[src/hw/rtl/tls_pkg.sv]
// ----------------------------------------------------------------------------
// tls_pkg
// Shared types, codes and constants for the traffic light sequencer.
// ----------------------------------------------------------------------------
package tls_pkg;

    localparam int TIMER_W       = 16;
    localparam int KEY_W         = 5;
    localparam int LAMP_W        = 16;
    localparam int DIGIT_W       = 12;
    localparam int DIGIT_IDX_W   = 4;
    localparam int CFG_IDX_W     = 2;
    localparam int CFG_DATA_W    = 16;
    localparam int COUNTDOWN_STEPS_DEF = 12;

    typedef enum logic [2:0] {
        PH_NS_GREEN = 3'd0,
        PH_NS_WAIT  = 3'd1,
        PH_NS_YEL   = 3'd2,
        PH_NS_CROSS = 3'd3,
        PH_EW_GREEN = 3'd4,
        PH_EW_WAIT  = 3'd5,
        PH_EW_YEL   = 3'd6,
        PH_EW_CROSS = 3'd7
    } phase_t;

    typedef enum logic [CFG_IDX_W-1:0] {
        CFG_GREEN_MS     = 2'd0,
        CFG_YELLOW_MS    = 2'd1,
        CFG_DIGIT_ON_MS  = 2'd2,
        CFG_DIGIT_OFF_MS = 2'd3
    } cfg_idx_t;

    localparam logic [KEY_W-1:0] KEY_1      = 5'd1;
    localparam logic [KEY_W-1:0] KEY_2      = 5'd2;
    localparam logic [KEY_W-1:0] KEY_3      = 5'd3;
    localparam logic [KEY_W-1:0] KEY_4      = 5'd4;
    localparam logic [KEY_W-1:0] KEY_MODE_0 = 5'd13;
    localparam logic [KEY_W-1:0] KEY_MODE_1 = 5'd14;
    localparam logic [KEY_W-1:0] KEY_WALK   = 5'd16;

    localparam logic [LAMP_W-1:0] LAMP_NS_GREEN  = 16'h8100;
    localparam logic [LAMP_W-1:0] LAMP_NS_YELLOW = 16'h8400;
    localparam logic [LAMP_W-1:0] LAMP_EW_GREEN  = 16'h3000;
    localparam logic [LAMP_W-1:0] LAMP_EW_YELLOW = 16'h5000;
    localparam logic [LAMP_W-1:0] LAMP_CROSSING  = 16'h9000;

    localparam logic [TIMER_W-1:0] GREEN_MS_RST     = 16'd5000;
    localparam logic [TIMER_W-1:0] YELLOW_MS_RST    = 16'd2000;
    localparam logic [TIMER_W-1:0] DIGIT_ON_MS_RST  = 16'd750;
    localparam logic [TIMER_W-1:0] DIGIT_OFF_MS_RST = 16'd250;

    function automatic logic [DIGIT_W-1:0] digit_lookup(input logic [DIGIT_IDX_W-1:0] idx);
        logic [DIGIT_W-1:0] pat;
        unique case (idx)
            4'd0:    pat = 12'hC13;
            4'd1:    pat = 12'hF13;
            4'd2:    pat = 12'h013;
            4'd3:    pat = 12'hF11;
            4'd4:    pat = 12'hD11;
            4'd5:    pat = 12'hC12;
            4'd6:    pat = 12'h913;
            4'd7:    pat = 12'hB03;
            4'd8:    pat = 12'h012;
            default: pat = 12'h713;
        endcase
        return pat;
    endfunction

endpackage

[src/hw/rtl/tls_if.sv]
// ----------------------------------------------------------------------------
// tls_if
// Valid/ready channels for sequencer requests and results.
// ----------------------------------------------------------------------------
interface tls_req_if;
    logic                             valid;
    logic                             ready;
    logic                             tick;
    logic                             poll;
    logic [tls_pkg::KEY_W-1:0]        key_code;

    modport source (output valid, output tick, output poll, output key_code, input ready);
    modport sink   (input valid, input tick, input poll, input key_code, output ready);
endinterface

interface tls_rsp_if;
    logic                             valid;
    logic                             ready;
    logic [tls_pkg::LAMP_W-1:0]       lamp_pattern;
    logic [tls_pkg::DIGIT_W-1:0]      digit_pattern;
    logic [2:0]                       phase_now;
    logic                             mode_now;
    logic                             crossing_pending;

    modport source (output valid, output lamp_pattern, output digit_pattern, output phase_now,
                    output mode_now, output crossing_pending, input ready);
    modport sink   (input valid, input lamp_pattern, input digit_pattern, input phase_now,
                    input mode_now, input crossing_pending, output ready);
endinterface

[src/hw/rtl/traffic_light_sequencer_unit.sv]
// ----------------------------------------------------------------------------
// traffic_light_sequencer_unit
// Two-road light sequencer with waits on keypad polls and a timed pedestrian
// countdown. One result per request.
//
// A request is taken in every cycle in which the result register is empty or
// its content is being taken; the result is registered and appears in the
// cycle after acceptance. One request per clock unless the result stalls, via
// the single state-update stage. The user writes timing registers through
// cfg_we/cfg_index/cfg_data only while the block is idle; it is not enforced.
// ----------------------------------------------------------------------------
module traffic_light_sequencer_unit #(
    parameter int COUNTDOWN_STEPS = tls_pkg::COUNTDOWN_STEPS_DEF
) (
    input  logic                               clk,
    input  logic                               rst_n,
    tls_req_if.sink                            request,
    tls_rsp_if.source                          result,
    input  logic                               cfg_we,
    input  logic [tls_pkg::CFG_IDX_W-1:0]      cfg_index,
    input  logic [tls_pkg::CFG_DATA_W-1:0]     cfg_data
);

    localparam int TW = tls_pkg::TIMER_W;
    localparam int IW = tls_pkg::DIGIT_IDX_W;
    localparam logic [IW:0] STEPS = (IW+1)'(COUNTDOWN_STEPS);

    logic [TW-1:0] green_ms_reg, yellow_ms_reg, digit_on_ms_reg, digit_off_ms_reg;

    tls_pkg::phase_t phase_reg, phase_next;
    logic [TW-1:0]   tick_count_reg, tick_count_next;
    logic            mode_reg, mode_next;
    logic            crossing_reg, crossing_next;
    logic [IW-1:0]   digit_index_reg, digit_index_next;
    logic            digit_blank_reg, digit_blank_next;

    logic                          out_valid_reg;
    logic [tls_pkg::LAMP_W-1:0]    lamp_reg, lamp_next;
    logic [tls_pkg::DIGIT_W-1:0]   digit_reg, digit_next;
    logic [2:0]                    phase_out_reg;
    logic                          mode_out_reg, crossing_out_reg;

    logic          accept;
    logic [TW-1:0] limit;
    logic [TW:0]   count_inc;
    logic          timer_done;
    logic          wait_exit;
    logic          walk_key;
    logic          mode_after_key;

    assign request.ready = !out_valid_reg || result.ready;
    assign accept        = request.valid && request.ready;

    always_ff @(posedge clk or negedge rst_n)
    begin
        if (!rst_n)
        begin
            green_ms_reg     <= tls_pkg::GREEN_MS_RST;
            yellow_ms_reg    <= tls_pkg::YELLOW_MS_RST;
            digit_on_ms_reg  <= tls_pkg::DIGIT_ON_MS_RST;
            digit_off_ms_reg <= tls_pkg::DIGIT_OFF_MS_RST;
        end
        else if (cfg_we)
        begin
            unique case (tls_pkg::cfg_idx_t'(cfg_index))
                tls_pkg::CFG_GREEN_MS:     green_ms_reg     <= cfg_data;
                tls_pkg::CFG_YELLOW_MS:    yellow_ms_reg    <= cfg_data;
                tls_pkg::CFG_DIGIT_ON_MS:  digit_on_ms_reg  <= cfg_data;
                tls_pkg::CFG_DIGIT_OFF_MS: digit_off_ms_reg <= cfg_data;
                default: ;
            endcase
        end
    end

    // timer limit for the current phase
    always_comb
    begin
        case (phase_reg)
            tls_pkg::PH_NS_GREEN, tls_pkg::PH_EW_GREEN: limit = green_ms_reg;
            tls_pkg::PH_NS_YEL, tls_pkg::PH_EW_YEL:     limit = yellow_ms_reg;
            default: limit = digit_blank_reg ? digit_off_ms_reg : digit_on_ms_reg;
        endcase
    end

    assign count_inc  = {1'b0, tick_count_reg} + (TW+1)'(1);
    assign timer_done = count_inc >= {1'b0, limit};

    assign walk_key       = request.key_code == tls_pkg::KEY_WALK;
    assign mode_after_key = (request.key_code == tls_pkg::KEY_MODE_0) ? 1'b0 :
                            (request.key_code == tls_pkg::KEY_MODE_1) ? 1'b1 : mode_reg;
    assign wait_exit = mode_after_key || walk_key ||
        ((phase_reg == tls_pkg::PH_NS_WAIT) ?
            (request.key_code == tls_pkg::KEY_3 || request.key_code == tls_pkg::KEY_4) :
            (request.key_code == tls_pkg::KEY_1 || request.key_code == tls_pkg::KEY_2));

    always_comb
    begin
        phase_next       = phase_reg;
        tick_count_next  = tick_count_reg;
        mode_next        = mode_reg;
        crossing_next    = crossing_reg;
        digit_index_next = digit_index_reg;
        digit_blank_next = digit_blank_reg;

        if (accept)
        begin
            unique case (phase_reg)
                tls_pkg::PH_NS_GREEN, tls_pkg::PH_EW_GREEN,
                tls_pkg::PH_NS_YEL, tls_pkg::PH_EW_YEL:
                begin
                    if (request.tick)
                    begin
                        if (timer_done)
                        begin
                            tick_count_next  = '0;
                            digit_index_next = '0;
                            digit_blank_next = 1'b0;
                            if (phase_reg == tls_pkg::PH_NS_GREEN)
                                phase_next = tls_pkg::PH_NS_WAIT;
                            else if (phase_reg == tls_pkg::PH_EW_GREEN)
                                phase_next = tls_pkg::PH_EW_WAIT;
                            else if (phase_reg == tls_pkg::PH_NS_YEL)
                                phase_next = (crossing_reg && !mode_reg) ?
                                             tls_pkg::PH_NS_CROSS : tls_pkg::PH_EW_GREEN;
                            else
                                phase_next = crossing_reg ?
                                             tls_pkg::PH_EW_CROSS : tls_pkg::PH_NS_GREEN;
                        end
                        else
                        begin
                            tick_count_next = count_inc[TW-1:0];
                        end
                    end
                end
                tls_pkg::PH_NS_WAIT, tls_pkg::PH_EW_WAIT:
                begin
                    if (request.poll)
                    begin
                        mode_next = mode_after_key;
                        if (walk_key)
                            crossing_next = 1'b1;
                        if (wait_exit)
                        begin
                            tick_count_next  = '0;
                            digit_index_next = '0;
                            digit_blank_next = 1'b0;
                            phase_next = (phase_reg == tls_pkg::PH_NS_WAIT) ?
                                         tls_pkg::PH_NS_YEL : tls_pkg::PH_EW_YEL;
                        end
                    end
                end
                default:
                begin
                    if (request.tick)
                    begin
                        if (!timer_done)
                        begin
                            tick_count_next = count_inc[TW-1:0];
                        end
                        else
                        begin
                            tick_count_next = '0;
                            if (!digit_blank_reg)
                            begin
                                digit_blank_next = 1'b1;
                            end
                            else if (({1'b0, digit_index_reg} + (IW+1)'(1)) >= STEPS)
                            begin
                                crossing_next    = 1'b0;
                                digit_index_next = '0;
                                digit_blank_next = 1'b0;
                                phase_next = (phase_reg == tls_pkg::PH_NS_CROSS) ?
                                             tls_pkg::PH_EW_GREEN : tls_pkg::PH_NS_GREEN;
                            end
                            else
                            begin
                                digit_blank_next = 1'b0;
                                digit_index_next = digit_index_reg + IW'(1);
                            end
                        end
                    end
                end
            endcase
        end
    end

    always_comb
    begin
        digit_next = '0;
        case (phase_next)
            tls_pkg::PH_NS_GREEN, tls_pkg::PH_NS_WAIT: lamp_next = tls_pkg::LAMP_NS_GREEN;
            tls_pkg::PH_NS_YEL:                        lamp_next = tls_pkg::LAMP_NS_YELLOW;
            tls_pkg::PH_EW_GREEN, tls_pkg::PH_EW_WAIT: lamp_next = tls_pkg::LAMP_EW_GREEN;
            tls_pkg::PH_EW_YEL:                        lamp_next = tls_pkg::LAMP_EW_YELLOW;
            default:
            begin
                lamp_next = tls_pkg::LAMP_CROSSING;
                if (!digit_blank_next)
                    digit_next = tls_pkg::digit_lookup(digit_index_next);
            end
        endcase
    end

    always_ff @(posedge clk or negedge rst_n)
    begin
        if (!rst_n)
        begin
            phase_reg       <= tls_pkg::PH_NS_GREEN;
            tick_count_reg  <= '0;
            mode_reg        <= 1'b0;
            crossing_reg    <= 1'b0;
            digit_index_reg <= '0;
            digit_blank_reg <= 1'b0;
        end
        else
        begin
            phase_reg       <= phase_next;
            tick_count_reg  <= tick_count_next;
            mode_reg        <= mode_next;
            crossing_reg    <= crossing_next;
            digit_index_reg <= digit_index_next;
            digit_blank_reg <= digit_blank_next;
        end
    end

    always_ff @(posedge clk or negedge rst_n)
    begin
        if (!rst_n)
        begin
            out_valid_reg <= 1'b0;
        end
        else if (accept)
        begin
            out_valid_reg <= 1'b1;
        end
        else if (result.ready)
        begin
            out_valid_reg <= 1'b0;
        end
    end

    always_ff @(posedge clk)
    begin
        if (accept)
        begin
            lamp_reg         <= lamp_next;
            digit_reg        <= digit_next;
            phase_out_reg    <= phase_next;
            mode_out_reg     <= mode_next;
            crossing_out_reg <= crossing_next;
        end
    end

    assign result.valid            = out_valid_reg;
    assign result.lamp_pattern     = lamp_reg;
    assign result.digit_pattern    = digit_reg;
    assign result.phase_now        = phase_out_reg;
    assign result.mode_now         = mode_out_reg;
    assign result.crossing_pending = crossing_out_reg;

    // countdown state only moves inside a crossing
    a_digit_idle: assert property (@(posedge clk) disable iff (!rst_n)
        !(phase_reg == tls_pkg::PH_NS_CROSS || phase_reg == tls_pkg::PH_EW_CROSS)
        |-> (digit_index_reg == '0 && !digit_blank_reg))
        else $error("countdown state outside crossing");

    // wait phases never hold a running count
    a_wait_count: assert property (@(posedge clk) disable iff (!rst_n)
        (phase_reg == tls_pkg::PH_NS_WAIT || phase_reg == tls_pkg::PH_EW_WAIT)
        |-> tick_count_reg == '0)
        else $error("tick count running in wait phase");

    // state does not move without an accepted request
    a_state_hold: assert property (@(posedge clk) disable iff (!rst_n)
        !accept |=> ($stable(phase_reg) && $stable(mode_reg) && $stable(crossing_reg)))
        else $error("state changed without request");

    // a stalled result blocks new requests
    a_stall: assert property (@(posedge clk) disable iff (!rst_n)
        (out_valid_reg && !result.ready) |-> !request.ready)
        else $error("request taken over stalled result");

    // crossing served after north-south yellow only in sensor mode
    a_ns_cross_mode: assert property (@(posedge clk) disable iff (!rst_n)
        (phase_reg == tls_pkg::PH_NS_YEL && phase_next == tls_pkg::PH_NS_CROSS)
        |-> (!mode_reg && crossing_reg))
        else $error("crossing entered in time mode");

endmodule

[src/flat_wrapper.sv]
// flat-port wrapper written by rule: the top's interface ports become plain ports
module traffic_light_sequencer_unit_flat 
#(
    parameter int COUNTDOWN_STEPS = tls_pkg::COUNTDOWN_STEPS_DEF
)
  (clk, rst_n, cfg_we, cfg_index, cfg_data, request_valid, request_tick, request_poll, request_key_code, request_ready, result_valid, result_lamp_pattern, result_digit_pattern, result_phase_now, result_mode_now, result_crossing_pending, result_ready);
  tls_req_if request_i ();
  tls_rsp_if result_i ();
  input  logic clk;
  input  logic rst_n;
  input  logic cfg_we;
  input  logic [tls_pkg::CFG_IDX_W-1:0] cfg_index;
  input  logic [tls_pkg::CFG_DATA_W-1:0] cfg_data;
  input wire logic [$bits(request_i.valid)-1:0] request_valid;
  input wire logic [$bits(request_i.tick)-1:0] request_tick;
  input wire logic [$bits(request_i.poll)-1:0] request_poll;
  input wire logic [$bits(request_i.key_code)-1:0] request_key_code;
  output wire logic [$bits(request_i.ready)-1:0] request_ready;
  output wire logic [$bits(result_i.valid)-1:0] result_valid;
  output wire logic [$bits(result_i.lamp_pattern)-1:0] result_lamp_pattern;
  output wire logic [$bits(result_i.digit_pattern)-1:0] result_digit_pattern;
  output wire logic [$bits(result_i.phase_now)-1:0] result_phase_now;
  output wire logic [$bits(result_i.mode_now)-1:0] result_mode_now;
  output wire logic [$bits(result_i.crossing_pending)-1:0] result_crossing_pending;
  input wire logic [$bits(result_i.ready)-1:0] result_ready;
  assign request_i.valid = request_valid;
  assign request_i.tick = request_tick;
  assign request_i.poll = request_poll;
  assign request_i.key_code = request_key_code;
  assign request_ready = request_i.ready;
  assign result_valid = result_i.valid;
  assign result_lamp_pattern = result_i.lamp_pattern;
  assign result_digit_pattern = result_i.digit_pattern;
  assign result_phase_now = result_i.phase_now;
  assign result_mode_now = result_i.mode_now;
  assign result_crossing_pending = result_i.crossing_pending;
  assign result_i.ready = result_ready;
  traffic_light_sequencer_unit #(.COUNTDOWN_STEPS(COUNTDOWN_STEPS)) u_core (.clk(clk), .rst_n(rst_n), .request(request_i), .result(result_i), .cfg_we(cfg_we), .cfg_index(cfg_index), .cfg_data(cfg_data));
endmodule
[config.mk]
export PLATFORM = sky130hd
export DESIGN_NAME = traffic_light_sequencer_unit_flat
export DESIGN_NICKNAME = d
export VERILOG_FILES = /design/src/hw/rtl/tls_pkg.sv /design/src/hw/rtl/tls_if.sv /design/src/hw/rtl/traffic_light_sequencer_unit.sv /design/src/flat_wrapper.sv
export SDC_FILE = /design/constraint.sdc
export NUM_CORES = 1
export LEC_CHECK = 0
export ABC_AREA = 1
export BUFFER_PORTS_ARGS = -buffer_cell sky130_fd_sc_hd__buf_4
export CAP_MARGIN = 20
export CORE_AREA = 8 8 109 111
export CTS_BUF_LIST = sky130_fd_sc_hd__clkbuf_4 sky130_fd_sc_hd__clkbuf_8 sky130_fd_sc_hd__clkbuf_16
export CTS_CLUSTER_DIAMETER = 100
export CTS_CLUSTER_SIZE = 12
export DETAILED_ROUTE_END_ITERATION = 10
export DIE_AREA = 0 0 117 119
export GPL_TIMING_DRIVEN = 0
export PLACE_DENSITY_LB_ADDON = 0.1
export SYNTH_ARGS = -nofsm -noshare
export SYNTH_HDL_FRONTEND = slang
export SYNTH_SLANG_ARGS = --single-unit
[constraint.sdc]
create_clock -name clk -period 8.2 [get_ports clk]
set_input_delay 0.82 -clock clk [delete_from_list [all_inputs] [get_ports clk]]
set_output_delay 0.82 -clock clk [all_outputs]
set_load 0.05 [all_outputs]
==> results of run 1 <==
-- area by class of cell --
class,instances,share of cell area
sequential,109,0.423
multi-input combinational,497,0.387
timing repair buffer,50,0.0587
buffer,37,0.0293
clock buffer,10,0.0221
tap,136,0.0253
inverter,83,0.0462
clock inverter,6,0.00835
-- placed cells by master, fill, tap and decap left out, types with 4 or more instances in the layout --
cell	netlist	layout
o21ai_1	4	4
xor2_1	14	14
ha_1	20	20
o21ai_0	79	79
dfstp_2	24	24
a221oi_1	14	14
nand2_2	9	9
nor2_1	29	29
buf_4	15	64
edfxtp_1	18	18
dfrtp_1	67	67
nor3_1	7	7
a21oi_1	27	27
nand4_1	9	9
conb_1	1	15
nor2_2	5	5
inv_2	7	7
o22ai_1	10	10
nand3_1	23	23
inv_1	74	74
clkbuf_8	0	9
nand2_1	208	208
clkbuf_1	19	19
-- power breakdown --
part           switching (uW)  internal [uW]
Sequential               95.8            701
Clock                     197            136
Combinational             685            343
Total                     978           1180
-- layer usage --
layer | vias up | part of all wire | track usage
met5 | - | 0 | 0
met4 | 0 | 0.011 | 0.0624
met3 | 13 | 0.051 | 0.0298
met2 | 137 | 0.47 | 0.312
met1 | 2383 | 0.47 | 0.286
li1 | 2462 | - | -
-- path summary, 6_finish.rpt --
kind	from	end	slack (ps)	cells after the start
max	u_core.tick_count_reg[2]	u_core.result.digit_pattern[8]	3630	26
min	rst_n	u_core.tick_count_reg[8]	300	1
max reg2reg	u_core.tick_count_reg[2]	u_core.result.digit_pattern[8]	3630	26
min reg2reg	u_core.green_ms_reg[11]	u_core.green_ms_reg[11]	490	2
max in group asynchronous	rst_n	u_core.green_ms_reg[12]	7220	2
min in group clk	u_core.green_ms_reg[11]	u_core.green_ms_reg[11]	490	2
-- stage by stage --
stage	hold WS, ps	utilization
2_1_floorplan	453	-
3_3_place_gp	465	0.645
3_5_place_dp	473	0.645
4_1_cts	498	0.665
5_1_grt	313	0.668
6_report	304	0.668
-- logic make-up after synthesis --
group,share of synthesized area
simple gates,0.221
compound gates,0.148
buf+inv,0.0861
flops,0.481
fa+ha+maj,0.0423
xor+xnor,0.0207
other cells,0.000634
==> impl_metrics.tcl, run 1 <==
set metrics [dict create \
    first_pass_iters 5 \
    final_nets 837 \
    drc 0 \
    post-cts-setup-buffers 0 \
    powerDensity_mw_per_mm2 320 \
    synth_edf_count 18 \
    setup_ws_ps 3630 \
    yosysSeqAreaShare 0.481 \
    fmax_mhz 219 \
    yosys_warnings 0 \
    h-tree-depth 3 \
    io_buffer_count 49 \
    dp.cells 911 \
    wl_um 13900 \
    final.min_clock_period_ps 4570 \
    ir_drop_v 0.000164 \
    grt_pass1_wl_um 22500 \
    clkTransAtPathRegs_ps 110 \
    start_util 0.586 \
    power.leakage_uw 0.00327 \
    fin_skew_ps 9.63 \
    setup_viol 0 \
    yosysMostFrequentCell "nand2_1" \
    viasPerCell 5.38 \
    outcome "completed" \
    synth_common_cells "208 x nand2_1, 79 x o21ai_0, 74 x inv_1" \
    vias 4995 \
    synthCells 712 \
    synth_area_mm2 0.00592 \
    syn-mean-instance-area_um2 8.31 \
    worst_pin_slew_ps 611 \
    cts-resized-gates 0 \
    grt-ovfl-total 0 \
    grt_max_degree 92 \
    rsz0062_at_grt "false" \
    wire_per_inst_um 15.0 \
    dieArea_mm2 0.0139 \
    maxSlewViolCount 0 \
    synth-seq-cells 109 \
    yosys.area.top_type "dfrtp_1" \
    slew_headroom 0.593 \
    rows 37 \
    critPathBufInv 5 \
    fin_crit_sh 0.558 \
    ctsHoldBuffers 0 \
    synth_top_area_share 0.283 \
    cts_root_buf "clkbuf_8" \
    grt_pass1_vias 4754 \
    clockBufferDepth 2 \
    nFillCells 883 \
    tns_ps 0 \
    ys_top_cells_by_area "dfrtp_1 28%, nand2_1 13%, dfstp_2 11%" \
    drive_gt1_frac 0.181 \
    cts_buffers 9 \
    critPathMaxStageDelay_ps 400 \
    grt_antenna_before_repair 0 \
    critPathLaunchType "flip-flop" \
    diodes 0 \
    dpl.hpwl_um 10200 \
    ios 65 \
    dominantRegCellSynth "dfrtp_1" \
    syn_to_final_growth_pct 13.9 \
    final_cell_area_mm2 0.00674 \
    cts_tree "yes" \
    gr-usage-all-layers 0.202 \
    total_power_uw 2160 \
    postSynth.asyncResetShare 0.835 \
    maxCapViolCount 0 \
    instances_no_fill 928 \
    post-place-ws_ps 3670 \
    cp_top_family "simple AND/OR/NAND/NOR gates" \
    worstPathArrival_ps 4820 \
    slowest_stage "dfrtp_1" \
    critPathKind "reg2reg" \
    critPathRequiredTime_ps 8450 \
    crit_fanout 6 \
    multiInputGateArea_mm2 0.00261 \
    clock_latency_ps 380 \
    seqCellArea_mm2 0.00285 \
    hold_viol 0 \
    drt_iter0_markers 406 \
    die_h_um 119 \
    place_congestion 0.847 \
    hold_class "in2async" \
    die_w_um 117 \
    yosysUniqueCellTypes 42 \
    coreArea_mm2 0.0101 \
    cts.sinks 109 \
    cp-end-kind "flip-flop" \
    place_area_mm2 0.00651 \
    ant_nets 0 \
]
(Power assumes the default switching activity.)
==> run 2: changes to the inputs <==
--- a/config.mk
+++ b/config.mk
@@ -8,12 +8,12 @@
 export ABC_AREA = 1
 export BUFFER_PORTS_ARGS = -buffer_cell sky130_fd_sc_hd__buf_4
 export CAP_MARGIN = 20
-export CORE_AREA = 8 8 109 111
+export CORE_AREA = 8 8 110 112
 export CTS_BUF_LIST = sky130_fd_sc_hd__clkbuf_4 sky130_fd_sc_hd__clkbuf_8 sky130_fd_sc_hd__clkbuf_16
 export CTS_CLUSTER_DIAMETER = 100
 export CTS_CLUSTER_SIZE = 12
 export DETAILED_ROUTE_END_ITERATION = 10
-export DIE_AREA = 0 0 117 119
+export DIE_AREA = 0 0 118 120
 export GPL_TIMING_DRIVEN = 0
 export PLACE_DENSITY_LB_ADDON = 0.1
 export SYNTH_ARGS = -nofsm -noshare
==> constraint.sdc (replaced) <==
create_clock -name clk -period 4.32 [get_ports clk]
set_input_delay 0.432 -clock clk [delete_from_list [all_inputs] [get_ports clk]]
set_output_delay 0.432 -clock clk [all_outputs]
set_load 0.05 [all_outputs]
==> run 2 against run 1 <==
Effect of this change: clock skew increased by 1.1 ps; combinational power is 95% higher; sequential power is 89% higher; via count is 1.1% higher; cell area rose by 1.4%; total power grew 93%; register-to-register slack lost 3400 ps; wire length is 0.57% lower; sequential share of layout area decreased by 0.57 points; utilization is 1.8 points lower; worst hold slack worse by 260 ps; largest power group unchanged; global-route usage shrank 0.42 points.
==> impl_metrics.tcl, run 2 (synthesis results as in run 1) <==
set metrics [dict create \
    crit_top_cell "nor2_2" \
    syn_to_final_growth_pct 15.5 \
    ant_nets 0 \
    total_power_uw 4160 \
    seq_power_share 0.363 \
    critical_path.startpoint "u_core.tick_count_reg[2]" \
    critPathLaunchType "flip-flop" \
    wire_per_inst_um 14.7 \
    place_congestion 0.933 \
    grt_max_degree 92 \
    combPwrFrac 0.483 \
    drc 0 \
    die_h_um 120 \
    grt-ovfl-total 0 \
    gr-usage-all-layers 0.198 \
    cts_tree "yes" \
    outcome "completed" \
    rr_endpoint "u_core.result.digit_pattern[11]" \
    rows 38 \
    ir_drop_v 0.000250 \
    netSwitchingFraction 0.444 \
    ios 65 \
    grt_pass1_vias 4867 \
    intPower_uw 2310 \
    cts.sinks 109 \
    viasPerCell 5.38 \
    r2r_slack_ps 250 \
    critPathRequiredTime_ps 4570 \
    vias 5049 \
    coreArea_mm2 0.0105 \
    cts_buffers 9 \
    slew_headroom 0.596 \
    setup_viol 0 \
    layout_commonest_cell "nand2_1" \
    h-tree-depth 3 \
    critPathKind "reg2reg" \
    worstPathArrival_ps 4320 \
    maxSlewViolCount 0 \
    fmax_mhz 246 \
    fin_crit_sh 0.943 \
    worst_pin_slew_ps 606 \
    wl_um 13800 \
    fin_skew_ps 10.7 \
    final.min_clock_period_ps 4070 \
    start_util 0.563 \
    cp-end-kind "flip-flop" \
    dp.cells 915 \
    powerDensity_mw_per_mm2 608 \
    critPathMaxStageDelay_ps 360 \
    grt_pass1_wl_um 23100 \
    final_cell_mix "207 x nand2_1, 79 x o21ai_0, 73 x inv_1" \
    drt_iter0_markers 352 \
    grt_antenna_before_repair 0 \
    clockBufferDepth 2 \
    clkTransAtPathRegs_ps 100 \
    clock_latency_ps 380 \
    cts_root_buf "clkbuf_8" \
    dieArea_mm2 0.0142 \
    r2r_start "u_core.tick_count_reg[2]" \
    instances_no_fill 938 \
    switchingPower_uw 1850 \
    diodes 0 \
    dpl.hpwl_um 10200 \
    first_pass_iters 5 \
    drive_gt1_frac 0.206 \
    maxCapViolCount 0 \
    crit_fanout 6 \
    clock_power_share 0.154 \
    io_buffer_count 49 \
    die_w_um 118 \
    nFillCells 898 \
    final_nets 843 \
    slowest_stage "dfrtp_1" \
    power.leakage_uw 0.00333 \
    hold_class "in2async" \
    rr_worst_depth 26 \
    hold_viol 0 \
]
## run 2: cell types whose count changed in the layout (fill, tap and decap cells not counted), sizes merged
cell,change
inv,-3
bufinv,+1
clkbuf,+3
buf,+7
clkinv,-2
## run 2: final cells by class
| class | instances | area [um2] | share of cell area |
|---|---|---|---|
| Timing Repair Buffer | 57 | 448 | 0.0656 |
| Sequential cell | 109 | 2850 | 0.417 |
| Multi-Input combinational cell | 497 | 2650 | 0.388 |
| Clock buffer | 14 | 161 | 0.0236 |
| Buffer | 36 | 198 | 0.0289 |
| Tap cell | 140 | 175 | 0.0256 |
| Clock inverter | 2 | 36.3 | 0.00531 |
| Inverter | 83 | 315 | 0.0462 |
## run 2: timing repair
| item | CTS | global route |
|---|---|---|
| gates resized for setup | 3 | 14 |
| pin swaps | 0 | 6 |
| setup buffers | 0 | 7 |
| hold buffers | 0 | 0 |
| endpoints found under the setup margin | 7 | 13 |
## run 2: how the worst max path moves through the flow
stage	depth (start not counted)	slack, ps	endpoint
floorplan	26	510	u_core.result.digit_pattern[11]
finish	26	250	u_core.result.digit_pattern[11]
global route	27	-90	u_core.result.digit_pattern[10]
global placement	21	-40	u_core.result.digit_pattern[11]
detailed placement	27	-170	u_core.result.digit_pattern[10]
CTS	26	10	u_core.result.digit_pattern[11]
## run 2: per-stage QoR
| step | setup TNS [ps] | hold slack (ps) | setup WS (ps) | util | area (um2) |
|---|---|---|---|---|---|
| finish | 0 | 45.3 | 248 | 0.650 | 6830 |
| CTS | 0 | 316 | 12.2 | 0.639 | 6720 |
| floorplan | 0 | 136 | 512 | - | 5970 |
| global placement | -156 | 466 | -41.1 | 0.620 | 6510 |
| detailed placement | -942 | 473 | -167 | 0.620 | 6510 |
| global route | -355 | 81.2 | -90.6 | 0.650 | 6830 |
## run 2: routing by layer
layer	vias to the layer above	routed length [um]	part of all wire	GRT usage
met5	-	0	0	0
met4	0	305	0.022	0.0833
met3	22	908	0.066	0.0451
met2	166	6430	0.47	0.313
met1	2383	6170	0.45	0.259
li1	2478	-	-	-
## run 2: power groups by stage
stage          clock network (uW)  logic (uW)  registers, uW
6_report                      641        2010           1510
5_1_grt                       685        2280           1540
4_1_cts                       648        1940           1500
3_5_place_dp                    0        1930           1520
3_3_place_gp                    0        1870           1510
2_1_floorplan                   0        1340           1610
## run 2: critical path: cells and delay by family (launching register included)
family / cells / cell delay, ps
compound gates: 4 / 670
xor+xnor: 1 / 190
fa+ha+maj: 2 / 550
buf+inv: 4 / 270
flops: 1 / 360
simple gates: 15 / 1880
